<file path="src/hdl/rsc_pkg.sv">
// shared types and constants for the stick calibration block
`timescale 1ns / 1ps
package rsc_pkg;

   localparam int CHANNELS  = 4;
   localparam int VAL_W     = 12;
   localparam int ADDR_W    = 5;

   localparam logic [1:0] CAL_IDLE    = 2'd0;
   localparam logic [1:0] CAL_TRIM    = 2'd1;
   localparam logic [1:0] CAL_RANGE   = 2'd2;
   localparam logic [1:0] CAL_DONE    = 2'd3;

   localparam logic [1:0] CH_ROLL     = 2'd0;
   localparam logic [1:0] CH_PITCH    = 2'd1;
   localparam logic [1:0] CH_THROTTLE = 2'd2;
   localparam logic [1:0] CH_YAW      = 2'd3;

   localparam logic [2:0] REG_RANGE_LOW  = 3'd0;
   localparam logic [2:0] REG_RANGE_HIGH = 3'd1;
   localparam logic [2:0] REG_TRIM_ROLL  = 3'd2;
   localparam logic [2:0] REG_TRIM_PITCH = 3'd3;
   localparam logic [2:0] REG_TRIM_YAW   = 3'd4;

   localparam logic CMD_SAMPLE   = 1'b0;
   localparam logic CMD_SET_STEP = 1'b1;

   typedef struct packed {
      logic        command;
      logic [1:0]  channel;
      logic [15:0] pulse_value;
      logic [1:0]  new_step;
   } req_type;

   typedef struct packed {
      logic signed [7:0] percent;
      logic [11:0]       calibrated_min;
      logic [11:0]       calibrated_max;
      logic [11:0]       calibrated_center;
      logic              value_changed;
      logic [1:0]        current_step;
      logic              finish_request;
   } rsp_type;

   typedef struct packed {
      logic load;
      logic apply_step;
      logic start_avg;
      logic apply_sample;
      logic start_pct;
      logic load_out;
   } ctrl_cmd_type;

   typedef struct packed {
      logic is_step;
      logic avg_needed;
      logic div_done;
      logic out_free;
   } ctrl_status_type;

endpackage

</file>
<file path="src/hdl/rsc_div.sv">
// restoring serial divider, one quotient bit per cycle
`timescale 1ns / 1ps
module rsc_div (
   input  logic        clock,
   input  logic        reset,
   input  logic        start,
   input  logic [28:0] dividend,
   input  logic [16:0] divisor,
   output logic        done,
   output logic [28:0] quotient
);
   logic [28:0] quot_ff, quot_in;
   logic [16:0] rem_ff, rem_in;
   logic [16:0] dsr_ff, dsr_in;
   logic [4:0]  count_ff, count_in;
   logic        busy_ff, busy_in;
   logic        done_ff, done_in;
   logic [17:0] trial;
   logic [17:0] diff;

   always_comb begin
      trial    = {rem_ff, quot_ff[28]};
      diff     = trial - {1'b0, dsr_ff};
      quot_in  = quot_ff;
      rem_in   = rem_ff;
      dsr_in   = dsr_ff;
      count_in = count_ff;
      busy_in  = busy_ff;
      done_in  = 1'b0;
      if (start) begin
         quot_in  = dividend;
         rem_in   = '0;
         dsr_in   = divisor;
         count_in = 5'd28;
         busy_in  = 1'b1;
      end else if (busy_ff) begin
         if (trial >= {1'b0, dsr_ff}) begin
            rem_in  = diff[16:0];
            quot_in = {quot_ff[27:0], 1'b1};
         end else begin
            rem_in  = trial[16:0];
            quot_in = {quot_ff[27:0], 1'b0};
         end
         count_in = count_ff - 5'd1;
         if (count_ff == 5'd0) begin
            busy_in = 1'b0;
            done_in = 1'b1;
         end
      end
   end

   always_ff @(posedge clock) begin
      if (reset) begin
         busy_ff  <= 1'b0;
         done_ff  <= 1'b0;
         count_ff <= '0;
      end else begin
         busy_ff  <= busy_in;
         done_ff  <= done_in;
         count_ff <= count_in;
      end
      quot_ff <= quot_in;
      rem_ff  <= rem_in;
      dsr_ff  <= dsr_in;
   end

   assign done     = done_ff;
   assign quotient = quot_ff;
endmodule

</file>
<file path="src/hdl/rsc_ctrl.sv">
// sequencer for one item: step change or sample, then percent, then result
`timescale 1ns / 1ps
module rsc_ctrl (
   input  logic                    clock,
   input  logic                    reset,
   input  logic                    req_valid,
   output logic                    req_ready,
   input  rsc_pkg::ctrl_status_type status,
   output rsc_pkg::ctrl_cmd_type   cmd
);
   import rsc_pkg::*;

   typedef enum logic [2:0] {
      S_IDLE, S_DECODE, S_AVG_WAIT, S_APPLY, S_PCT_SETUP, S_PCT_WAIT, S_OUT
   } state_type;

   state_type state_ff, state_in;
   logic      ready_ff;

   always_comb begin
      state_in = state_ff;
      cmd      = '0;
      unique case (state_ff)
         S_IDLE: begin
            if (req_valid && ready_ff) begin
               cmd.load = 1'b1;
               state_in = S_DECODE;
            end
         end
         S_DECODE: begin
            if (status.is_step) begin
               cmd.apply_step = 1'b1;
               state_in       = S_PCT_SETUP;
            end else if (status.avg_needed) begin
               cmd.start_avg = 1'b1;
               state_in      = S_AVG_WAIT;
            end else begin
               state_in = S_APPLY;
            end
         end
         S_AVG_WAIT: begin
            if (status.div_done) state_in = S_APPLY;
         end
         S_APPLY: begin
            cmd.apply_sample = 1'b1;
            state_in         = S_PCT_SETUP;
         end
         S_PCT_SETUP: begin
            cmd.start_pct = 1'b1;
            state_in      = S_PCT_WAIT;
         end
         S_PCT_WAIT: begin
            if (status.div_done) state_in = S_OUT;
         end
         S_OUT: begin
            if (status.out_free) begin
               cmd.load_out = 1'b1;
               state_in     = S_IDLE;
            end
         end
         default: state_in = S_IDLE;
      endcase
   end

   always_ff @(posedge clock) begin
      if (reset) begin
         state_ff <= S_IDLE;
         ready_ff <= 1'b1;
      end else begin
         state_ff <= state_in;
         ready_ff <= (state_in == S_IDLE);
      end
   end

   assign req_ready = ready_ff;
endmodule

</file>
<file path="src/hdl/rsc_dp.sv">
// calibration stores, register bank, percent arithmetic and result register
`timescale 1ns / 1ps
module rsc_dp #(
   parameter logic [11:0] DEFAULT_TRIM = 12'd1500
) (
   input  logic                         clock,
   input  logic                         reset,
   input  rsc_pkg::req_type             req_data,
   input  rsc_pkg::ctrl_cmd_type        cmd,
   output rsc_pkg::ctrl_status_type     status,
   output logic                         rsp_valid,
   input  logic                         rsp_ready,
   output rsc_pkg::rsp_type             rsp_data,
   input  logic                         csr_psel,
   input  logic                         csr_penable,
   input  logic                         csr_pwrite,
   input  logic [rsc_pkg::ADDR_W-1:0]   csr_paddr,
   input  logic [31:0]                  csr_pwdata,
   output logic [31:0]                  csr_prdata
);
   import rsc_pkg::*;

   function automatic logic [11:0] abs_diff(input logic [11:0] a, input logic [11:0] b);
      return (a > b) ? a - b : b - a;
   endfunction

   logic [11:0] range_low_ff, range_high_ff, trim_roll_ff, trim_pitch_ff, trim_yaw_ff;
   logic [1:0]  step_ff;
   logic [11:0] cur_ff   [CHANNELS];
   logic [11:0] min_ff   [CHANNELS];
   logic [11:0] max_ff   [CHANNELS];
   logic [11:0] ctrim_ff [CHANNELS];
   logic [11:0] avg_ff   [CHANNELS];
   logic [15:0] cnt_ff   [CHANNELS];

   logic        cmd_ff;
   logic [1:0]  ch_ff;
   logic [15:0] val_ff;
   logic [1:0]  ns_ff;
   logic        changed_ff, fin_ff;
   logic        zero_ff, neg_ff;
   logic        rsp_valid_ff;
   rsp_type     rsp_ff;

   logic        div_start, div_done;
   logic [28:0] div_dividend, div_q;
   logic [16:0] div_divisor;

   logic [2:0]  csr_index;
   logic        csr_write;
   logic [11:0] v12, cur, avg, ctrim, ave, t;
   logic [15:0] cnt;
   logic        in_range, trim_path;
   logic [27:0] avg_prod;
   logic        above, out_lim;
   logic [12:0] span;
   logic [11:0] mag;
   logic [18:0] mag100;
   logic [6:0]  pct_mag;
   logic [7:0]  pct;
   logic [11:0] center;
   logic [12:0] cur_sum;

   assign csr_index = csr_paddr[ADDR_W-1:2];
   assign csr_write = csr_psel && csr_penable && csr_pwrite;

   always_comb begin
      case (csr_index)
         REG_RANGE_LOW:  csr_prdata = {20'd0, range_low_ff};
         REG_RANGE_HIGH: csr_prdata = {20'd0, range_high_ff};
         REG_TRIM_ROLL:  csr_prdata = {20'd0, trim_roll_ff};
         REG_TRIM_PITCH: csr_prdata = {20'd0, trim_pitch_ff};
         REG_TRIM_YAW:   csr_prdata = {20'd0, trim_yaw_ff};
         default:        csr_prdata = '0;
      endcase
   end

   assign v12       = val_ff[11:0];
   assign cur       = cur_ff[ch_ff];
   assign avg       = avg_ff[ch_ff];
   assign cnt       = cnt_ff[ch_ff];
   assign ctrim     = ctrim_ff[ch_ff];
   assign in_range  = (val_ff >= {4'd0, range_low_ff}) && (val_ff <= {4'd0, range_high_ff});
   assign trim_path = (step_ff == CAL_TRIM) && (ch_ff != CH_THROTTLE);
   assign avg_prod  = avg * cnt;
   assign ave       = (cnt != 16'd0) ? div_q[11:0] : v12;
   assign cur_sum   = {1'b0, cur} + {1'b0, v12};

   always_comb begin
      case (ch_ff)
         CH_ROLL:  t = trim_roll_ff;
         CH_PITCH: t = trim_pitch_ff;
         CH_YAW:   t = trim_yaw_ff;
         default:  t = DEFAULT_TRIM;
      endcase
   end

   assign above   = cur > t;
   assign out_lim = (cur < range_low_ff) || (cur > range_high_ff);
   assign span    = above ? {1'b0, range_high_ff} - {1'b0, t} : {1'b0, t} - {1'b0, range_low_ff};
   assign mag     = above ? cur - t : t - cur;
   assign mag100  = mag * 7'd100;

   always_comb begin
      div_start    = cmd.start_avg || cmd.start_pct;
      div_dividend = {1'b0, avg_prod} + {17'd0, v12};
      div_divisor  = {1'b0, cnt} + 17'd1;
      if (cmd.start_pct) begin
         div_dividend = {10'd0, mag100};
         div_divisor  = {5'd0, span[11:0]};
      end
   end

   rsc_div u_div (
      .clock    (clock),
      .reset    (reset),
      .start    (div_start),
      .dividend (div_dividend),
      .divisor  (div_divisor),
      .done     (div_done),
      .quotient (div_q)
   );

   // quotient saturates at full deflection
   assign pct_mag = (div_q > 29'd100) ? 7'd100 : div_q[6:0];
   always_comb begin
      if (zero_ff)     pct = '0;
      else if (neg_ff) pct = -{1'b0, pct_mag};
      else             pct = {1'b0, pct_mag};
   end

   always_comb begin
      if (ch_ff == CH_THROTTLE)                     center = min_ff[CH_THROTTLE];
      else if (ctrim > 12'd800 && ctrim < 12'd2200) center = ctrim;
      else                                          center = 12'd1500;
   end

   assign status.is_step    = (cmd_ff == CMD_SET_STEP);
   assign status.avg_needed = in_range && trim_path && (cnt != 16'd0);
   assign status.div_done   = div_done;
   assign status.out_free   = !rsp_valid_ff || rsp_ready;

   always_ff @(posedge clock) begin
      if (reset) begin
         range_low_ff  <= 12'd1000;
         range_high_ff <= 12'd2000;
         trim_roll_ff  <= 12'd1500;
         trim_pitch_ff <= 12'd1500;
         trim_yaw_ff   <= 12'd1500;
         step_ff       <= CAL_IDLE;
         rsp_valid_ff  <= 1'b0;
         for (int i = 0; i < CHANNELS; i++) begin
            cur_ff[i]   <= DEFAULT_TRIM;
            min_ff[i]   <= '0;
            max_ff[i]   <= '0;
            ctrim_ff[i] <= '0;
            avg_ff[i]   <= '0;
            cnt_ff[i]   <= '0;
         end
      end else begin
         if (csr_write) begin
            unique case (csr_index)
               REG_RANGE_LOW:  range_low_ff  <= csr_pwdata[11:0];
               REG_RANGE_HIGH: range_high_ff <= csr_pwdata[11:0];
               REG_TRIM_ROLL:  trim_roll_ff  <= csr_pwdata[11:0];
               REG_TRIM_PITCH: trim_pitch_ff <= csr_pwdata[11:0];
               REG_TRIM_YAW:   trim_yaw_ff   <= csr_pwdata[11:0];
               default: ;
            endcase
         end
         if (cmd.apply_step && step_ff != ns_ff) begin
            step_ff <= ns_ff;
            if (ns_ff == CAL_TRIM) begin
               for (int i = 0; i < CHANNELS; i++) begin
                  min_ff[i]   <= '0;
                  max_ff[i]   <= '0;
                  ctrim_ff[i] <= '0;
                  avg_ff[i]   <= '0;
                  cnt_ff[i]   <= '0;
               end
            end
         end
         if (cmd.apply_sample && in_range) begin
            if (trim_path) begin
               if (abs_diff(ave, v12) < 12'd50) begin
                  ctrim_ff[ch_ff] <= v12;
                  avg_ff[ch_ff]   <= ave;
                  cnt_ff[ch_ff]   <= cnt + 16'd1;
               end else if (abs_diff(v12, cur) < 12'd50) begin
                  ctrim_ff[ch_ff] <= v12;
                  avg_ff[ch_ff]   <= cur_sum[12:1];
                  cnt_ff[ch_ff]   <= 16'd2;
               end
            end else if (step_ff == CAL_RANGE) begin
               if (v12 > max_ff[ch_ff]) max_ff[ch_ff] <= v12;
               if (v12 < min_ff[ch_ff] || min_ff[ch_ff] == 12'd0) min_ff[ch_ff] <= v12;
            end
            if (cur != v12) cur_ff[ch_ff] <= v12;
         end
         if (cmd.load_out)       rsp_valid_ff <= 1'b1;
         else if (rsp_ready)     rsp_valid_ff <= 1'b0;
      end
   end

   // item, per-item flags and result register
   always_ff @(posedge clock) begin
      if (cmd.load) begin
         cmd_ff     <= req_data.command;
         ch_ff      <= req_data.channel;
         val_ff     <= req_data.pulse_value;
         ns_ff      <= req_data.new_step;
         changed_ff <= 1'b0;
         fin_ff     <= 1'b0;
      end
      if (cmd.apply_step && step_ff != ns_ff && ns_ff == CAL_DONE) fin_ff <= 1'b1;
      if (cmd.apply_sample && in_range && cur != v12) changed_ff <= 1'b1;
      if (cmd.start_pct) begin
         zero_ff <= out_lim || span[12] || (span == 13'd0);
         neg_ff  <= !above;
      end
      if (cmd.load_out) begin
         rsp_ff.percent           <= pct;
         rsp_ff.calibrated_min    <= min_ff[ch_ff];
         rsp_ff.calibrated_max    <= max_ff[ch_ff];
         rsp_ff.calibrated_center <= center;
         rsp_ff.value_changed     <= changed_ff;
         rsp_ff.current_step      <= step_ff;
         rsp_ff.finish_request    <= fin_ff;
      end
   end

   assign rsp_valid = rsp_valid_ff;
   assign rsp_data  = rsp_ff;
endmodule

</file>
<file path="src/hdl/rc_stick_calibration.sv">
// top level of the stick calibration block
`timescale 1ns / 1ps
// Each transfer yields one result. A sample in trim step takes longer once
// the channel holds a count: the running average and the percent each go
// through one shared serial divider. A result is held back while an earlier
// result still waits on rsp_ready.
// A result waits in an output register while the next item is taken in.
// Registers sit on an APB port at byte addresses 4*i.
module rc_stick_calibration #(
   parameter logic [11:0] DEFAULT_TRIM = 12'd1500
) (
   input  logic                       clock,
   input  logic                       reset,
   input  logic                       req_valid,
   output logic                       req_ready,
   input  rsc_pkg::req_type           req_data,
   output logic                       rsp_valid,
   input  logic                       rsp_ready,
   output rsc_pkg::rsp_type           rsp_data,
   input  logic                       csr_psel,
   input  logic                       csr_penable,
   input  logic                       csr_pwrite,
   input  logic [rsc_pkg::ADDR_W-1:0] csr_paddr,
   input  logic [31:0]                csr_pwdata,
   output logic [31:0]                csr_prdata,
   output logic                       csr_pready
);
   import rsc_pkg::*;

   ctrl_cmd_type    cmd;
   ctrl_status_type status;

   assign csr_pready = 1'b1;

   rsc_ctrl u_ctrl (
      .clock     (clock),
      .reset     (reset),
      .req_valid (req_valid),
      .req_ready (req_ready),
      .status    (status),
      .cmd       (cmd)
   );

   rsc_dp #(.DEFAULT_TRIM(DEFAULT_TRIM)) u_dp (
      .clock       (clock),
      .reset       (reset),
      .req_data    (req_data),
      .cmd         (cmd),
      .status      (status),
      .rsp_valid   (rsp_valid),
      .rsp_ready   (rsp_ready),
      .rsp_data    (rsp_data),
      .csr_psel    (csr_psel),
      .csr_penable (csr_penable),
      .csr_pwrite  (csr_pwrite),
      .csr_paddr   (csr_paddr),
      .csr_pwdata  (csr_pwdata),
      .csr_prdata  (csr_prdata)
   );
endmodule

</file>
<file path="config.mk">
export PLATFORM = sky130hd
export DESIGN_NAME = rc_stick_calibration
export DESIGN_NICKNAME = d
export VERILOG_FILES = /design/src/hdl/rsc_pkg.sv /design/src/hdl/rsc_div.sv /design/src/hdl/rsc_ctrl.sv /design/src/hdl/rsc_dp.sv /design/src/hdl/rc_stick_calibration.sv
export SDC_FILE = /design/constraint.sdc
export NUM_CORES = 2
export LEC_CHECK = 0
export BUFFER_PORTS_ARGS = -buffer_cell sky130_fd_sc_hd__buf_2
export CAP_MARGIN = 20
export CORE_MARGIN = 5
export CORE_UTILIZATION = 35
export CTS_CLUSTER_SIZE = 14
export DETAILED_ROUTE_END_ITERATION = 6
export PLACE_DENSITY = 0.53
export SYNTH_ARGS = -nofsm -noshare
export SYNTH_HDL_FRONTEND = slang
export SYNTH_SLANG_ARGS = --single-unit
</file>
<file path="constraint.sdc">
create_clock -name clock -period 12 [get_ports clock]
set_input_delay 2.4 -clock clock [delete_from_list [all_inputs] [get_ports clock]]
set_output_delay 2.4 -clock clock [all_outputs]
set_load 0.005 [all_outputs]
</file>
# Word level (Yosys, flattened, before mapping)
# Memory sizes are Yosys's and may differ from the RTL's. A register that Yosys moved wholly into a read port is not among the register bits.
# Index checks and enable logic that the tools add are counted.
# op_classes
add_sub_neg	15
mul	2
magnitude_cmp	15
n_eq_ne	20
mux	122
bitwise	25
reduce_logical	44
# ops
operator	count
$mux W12	30
$mux W16	6
$mux W29	3
$sub A12 B12 Y12	6
$gt A12 B12 Y1	5
$pmux W12 S5	1
$reduce_or A12 Y1	5
$mux W1	56
$pmux W12 S3	1
$add A28 B12 Y29	1
$gt A29 B7 Y1 const B	1
$mul A12 B16 Y28	1
$mux W2	13
$sub A12 B12 Y13	2
$lt A12 B12 Y1	2
$lt A12 B6 Y1 const B	2
$or A1 B1 Y1	23
$pmux W3 S7	1
$ge A18 B17 Y1	1
$add A16 B1 Y17 const B	1
$mul A12 B5 Y17 const B	1
$mux W17	1
$sub A17 B17 Y17	1
$add A16 B1 Y16 const B	1
other kinds (34)	78
# totals
regBits	210
ramBits	304
output_inout_bits	83
memories	6
# memory_table
name	words	width	read_ports	rd_ports_with_merged_regs	wr	line_no	source
u_dp.cnt_ff	4	16	1	1	4	rsc_dp.sv:34	logic [15:0] cnt_ff [CHANNELS];
u_dp.avg_ff	4	12	1	1	4	rsc_dp.sv:33	logic [11:0] avg_ff [CHANNELS];
u_dp.ctrim_ff	4	12	1	1	4	rsc_dp.sv:32	logic [11:0] ctrim_ff [CHANNELS];
u_dp.cur_ff	4	12	1	1	4	rsc_dp.sv:29	logic [11:0] cur_ff [CHANNELS];
u_dp.max_ff	4	12	1	1	4	rsc_dp.sv:31	logic [11:0] max_ff [CHANNELS];
u_dp.min_ff	4	12	2	1	4	rsc_dp.sv:30	logic [11:0] min_ff [CHANNELS];

# Depth between registers and ports, before layout
# depth
depth_word	13
ltp_mapped	37
mapped_depth_nobuf	31

# Modules after synthesis
# Synthesis repeated with hierarchy kept, for this count alone.
# hier_totals
cells_unflattened	3660
hier_area_um2	37790.0
# modules_own_cells
mod	n_inst	cells_per_inst	area_per_inst_um2	seq_area_each_um2
rsc_dp	1	3271	33702.3	12602.1
rsc_div	1	350	3797.4	1861.8
rsc_ctrl	1	37	279.0	80.1
rc_stick_calibration	1	2	11.3	0.0

# Worst setup path after synthesis
# OpenSTA, ideal clock, no wires.
# synth_timing
kind	reg-to-reg
start	reg (tool-made name)
end	mem u_dp.avg_ff[0][0] (enable)
t_arrival_ns	9.237
required_time_ns	11.507
setup_slack_ns	2.270
path_stages_with_launch	28
cell_sequence	dfxtp_1 -> clkbuf_1 -> clkbuf_1 -> buf_1 -> mux4_2 -> clkbuf_1 -> clkbuf_1 -> inv_1 -> ha_1 -> or4b_1 -> or4_4 -> buf_6 -> clkbuf_1 -> o21ai_0 -> ha_1 -> clkbuf_1 -> o21a_1 -> o31a_1 -> o41a_1 -> o21ai_0 -> clkbuf_1 -> a221oi_1 -> a2111oi_0 -> and4b_1 -> buf_4 -> a21oi_2 -> buf_6 -> o21ai_0
# synth_rtl
item	line_no
end, declared	rsc_dp.sv:33

==> flow_summary.toml <==
[clock_network]
clk_latency_ns = 0.64
clk_pin_slew_ns = 0.06
hold_buffers = 0
ctsResizeCount = 0
numCtsBuffers = 57
clkSinkCount = 516
post-cts-setup-buffers = 0
root_buffer = "clkbuf_16"
clockBufferDepth = 3
tritoncts = "built"
h-tree-depth = 2

[detailed_routing]
ant_nets = 0
drtIter0Drc = 2280
drt_pass1_iterations = 6
drt_wl_total_um = 111200
via_per_inst = 5.379
drc = 0
wl_per_cell_um = 21.41
num_vias = 27950

[status]
status = "completed"

[sta]
period_share = 0.7056
final-setup-viol-count = 0
tns_ns = 0
hold_violations = 0
fin_skew_ns = 0.03936
drv_slew = 0
fin_crit_ns = 8.467
rsz0062_at_grt = "false"
max_freq_ghz = 0.1181
relSlewSlack = 0.2730
finalWorstSetupSlack_ns = 3.533
worst_slew_pin_slew_ns = 1.084

[yosys]
netlist-cell-type-count = 83
yosysSeqAreaShare = 0.3839
ys_warn_count = 0
synthCells = 3676
synth.ff_latch_count = 516
synth_ff_type = "edfxtp_1"
synth_edf_count = 421
syn_avg_cell_area_um2 = 10.31
yosysMostFrequentCell = "edfxtp_1"
synth_area_leaders = "edfxtp_1 (33%), ha_1 (11%), fa_1 (8.9%), dfxtp_1 (5.0%), mux4_2 (4.6%)"
synthArstFlopShare = 0
synth_top_area_frac = 0.3337
synth_area_leader_cell = "edfxtp_1"
synthTopCellsByCount = "edfxtp_1 (421), inv_1 (398), ha_1 (318), nand2_1 (300), a21oi_1 (198)"
syn_area_um2 = 37890

[grt]
busiest_layer = "met2"
grt_antenna_before_repair = 0
use_met3 = 0.02079
grtUsageMet2 = 0.3140
grt_use_met1 = 0.2683
grt_max_degree = 70
overflow = 0
grt_pass1_vias = 27810
grt_usage = 0.1897
grt_pass1_wl_um = 170900

[cells_and_area]
antenna_cells = 0
nNetsFinal = 4297
area_delta_synth_final_pct = 10.70
drive_gt1_frac = 0.1102
utilization = 0.3907
fin_area_um2 = 41940

[die]
die_y_um = 339.0
initial_core_util = 0.3529
die_area_um2 = 114900
num_io_pins = 148
rows = 120
core_area_um2 = 107400
fp.dieW_um = 339.0

[worst_setup_path]
crit_arrival_ns = 8.73
cp_data_required_time_ns = 12.27
start_kind = "flip-flop"
path_class = "reg -> reg"
worst-r2r-setup-slack_ns = 3.53
path_max_fanout = 39
crit_path_end_kind = "flip-flop"

[placement]
dpl_cell_area_um2 = 40070
gp_congestion = 0.8770
place_hpwl_um = 79700
io_buffers = 104
dp_slack_ns = 3.522

[min_path]
hold_class = "reg -> reg"

[job]
drv_cap = 0
worst max-delay path, stage by stage, from the launching register on:
cell and delay (ns):
dfxtp_4 0.84, mux4_2 0.86, inv_1 0.13, ha_1 0.14, or4b_1 0.51, or4_4 0.74, o21ai_0 0.31, ha_1 0.41
nor2b_1 0.21, o31a_1 0.27, o41a_1 0.44, o21a_1 0.46, nand3b_1 0.22, o31ai_1 0.09, a2111oi_0 0.49, and4b_1 0.35
a21oi_4 0.07, buf_4 0.28, o21ai_4 0.73, buf_4 0.49
final cells by class:
| cell class | count | area, um2 |
|---|---|---|
| Clock buffer | 79 | 1593 |
| Clock inverter | 27 | 245.2 |
| Fill cell | 10620 | 65410 |
| Inverter | 411 | 1543 |
| Multi-Input combinational cell | 2579 | 21130 |
| Sequential cell | 516 | 14550 |
| Tap cell | 1403 | 1755 |
| Timing Repair Buffer | 181 | 1119 |
cell usage in the layout, fill, tap and decap left out, types with 71 or more instances in the layout:
cell type,count
edfxtp_1,421
inv_1,397
ha_1,318
nand2_1,296
a21oi_1,198
nor3_1,195
nor2_1,177
fa_1,168
o21ai_0,123
buf_2,104
dfxtp_1,93
and2_1,81
mux4_2,77
buf_4,76
xnor2_1,75
mux2i_1,71
logic make-up (layout without fill, tap and decap cells):
kind of cell,count (synthesis),after routing,synth area share
other,2,61,0.0001982
flip-flops,516,516,0.3839
adder cells (fa/ha/maj),486,486,0.1938
AO/OA/AOI/OAI,691,691,0.1187
XOR/XNOR,115,115,0.02659
multiplexers,176,176,0.07286
AND/OR/NAND/NOR,1050,1050,0.1367
buffers and inverters,640,698,0.06724
registers in the layout, summed over array words and instances (netlist names), 16 cells and up, named ones only:
register	flops
u_dp.cur_ff	48
u_dp.ctrim_ff	48
u_dp.u_div.quotient	29
u_dp.u_div.dsr_ff	17
u_dp.cnt_ff	64
u_dp.max_ff	48
u_dp.min_ff	48
u_dp.val_ff	16
u_dp.rsp_data	48
u_dp.avg_ff	48
u_dp.u_div.rem_ff	17
metrics by stage:
stage          hold WS [ns]  instances
2_1_floorplan        0.4081       3735
3_3_place_gp         0.4246       5088
3_5_place_dp         0.4274       5088
4_1_cts              0.4419       5194
5_1_grt              0.4568       5196
6_report             0.4412       5196
worst paths after layout:
kind / startpoint / end / cells past startpoint
hold / removal: u_dp.fin_ff / u_dp.rsp_data[0] / 0
setup / recovery: flip-flop / u_dp.cnt_ff[0][1] / 19
hold reg to reg: u_dp.fin_ff / u_dp.rsp_data[0] / 0
setup reg to reg: flip-flop / u_dp.cnt_ff[0][1] / 19
routing by layer:
metal / wire [um] / part of all wire
met5: 0 / 0
met4: 2768 / 0.025
met3: 5469 / 0.049
met2: 51720 / 0.46
met1: 51280 / 0.46
Power is not shown: default switching activity piles up to over one toggle a cycle in this logic, so the estimate is an artifact.
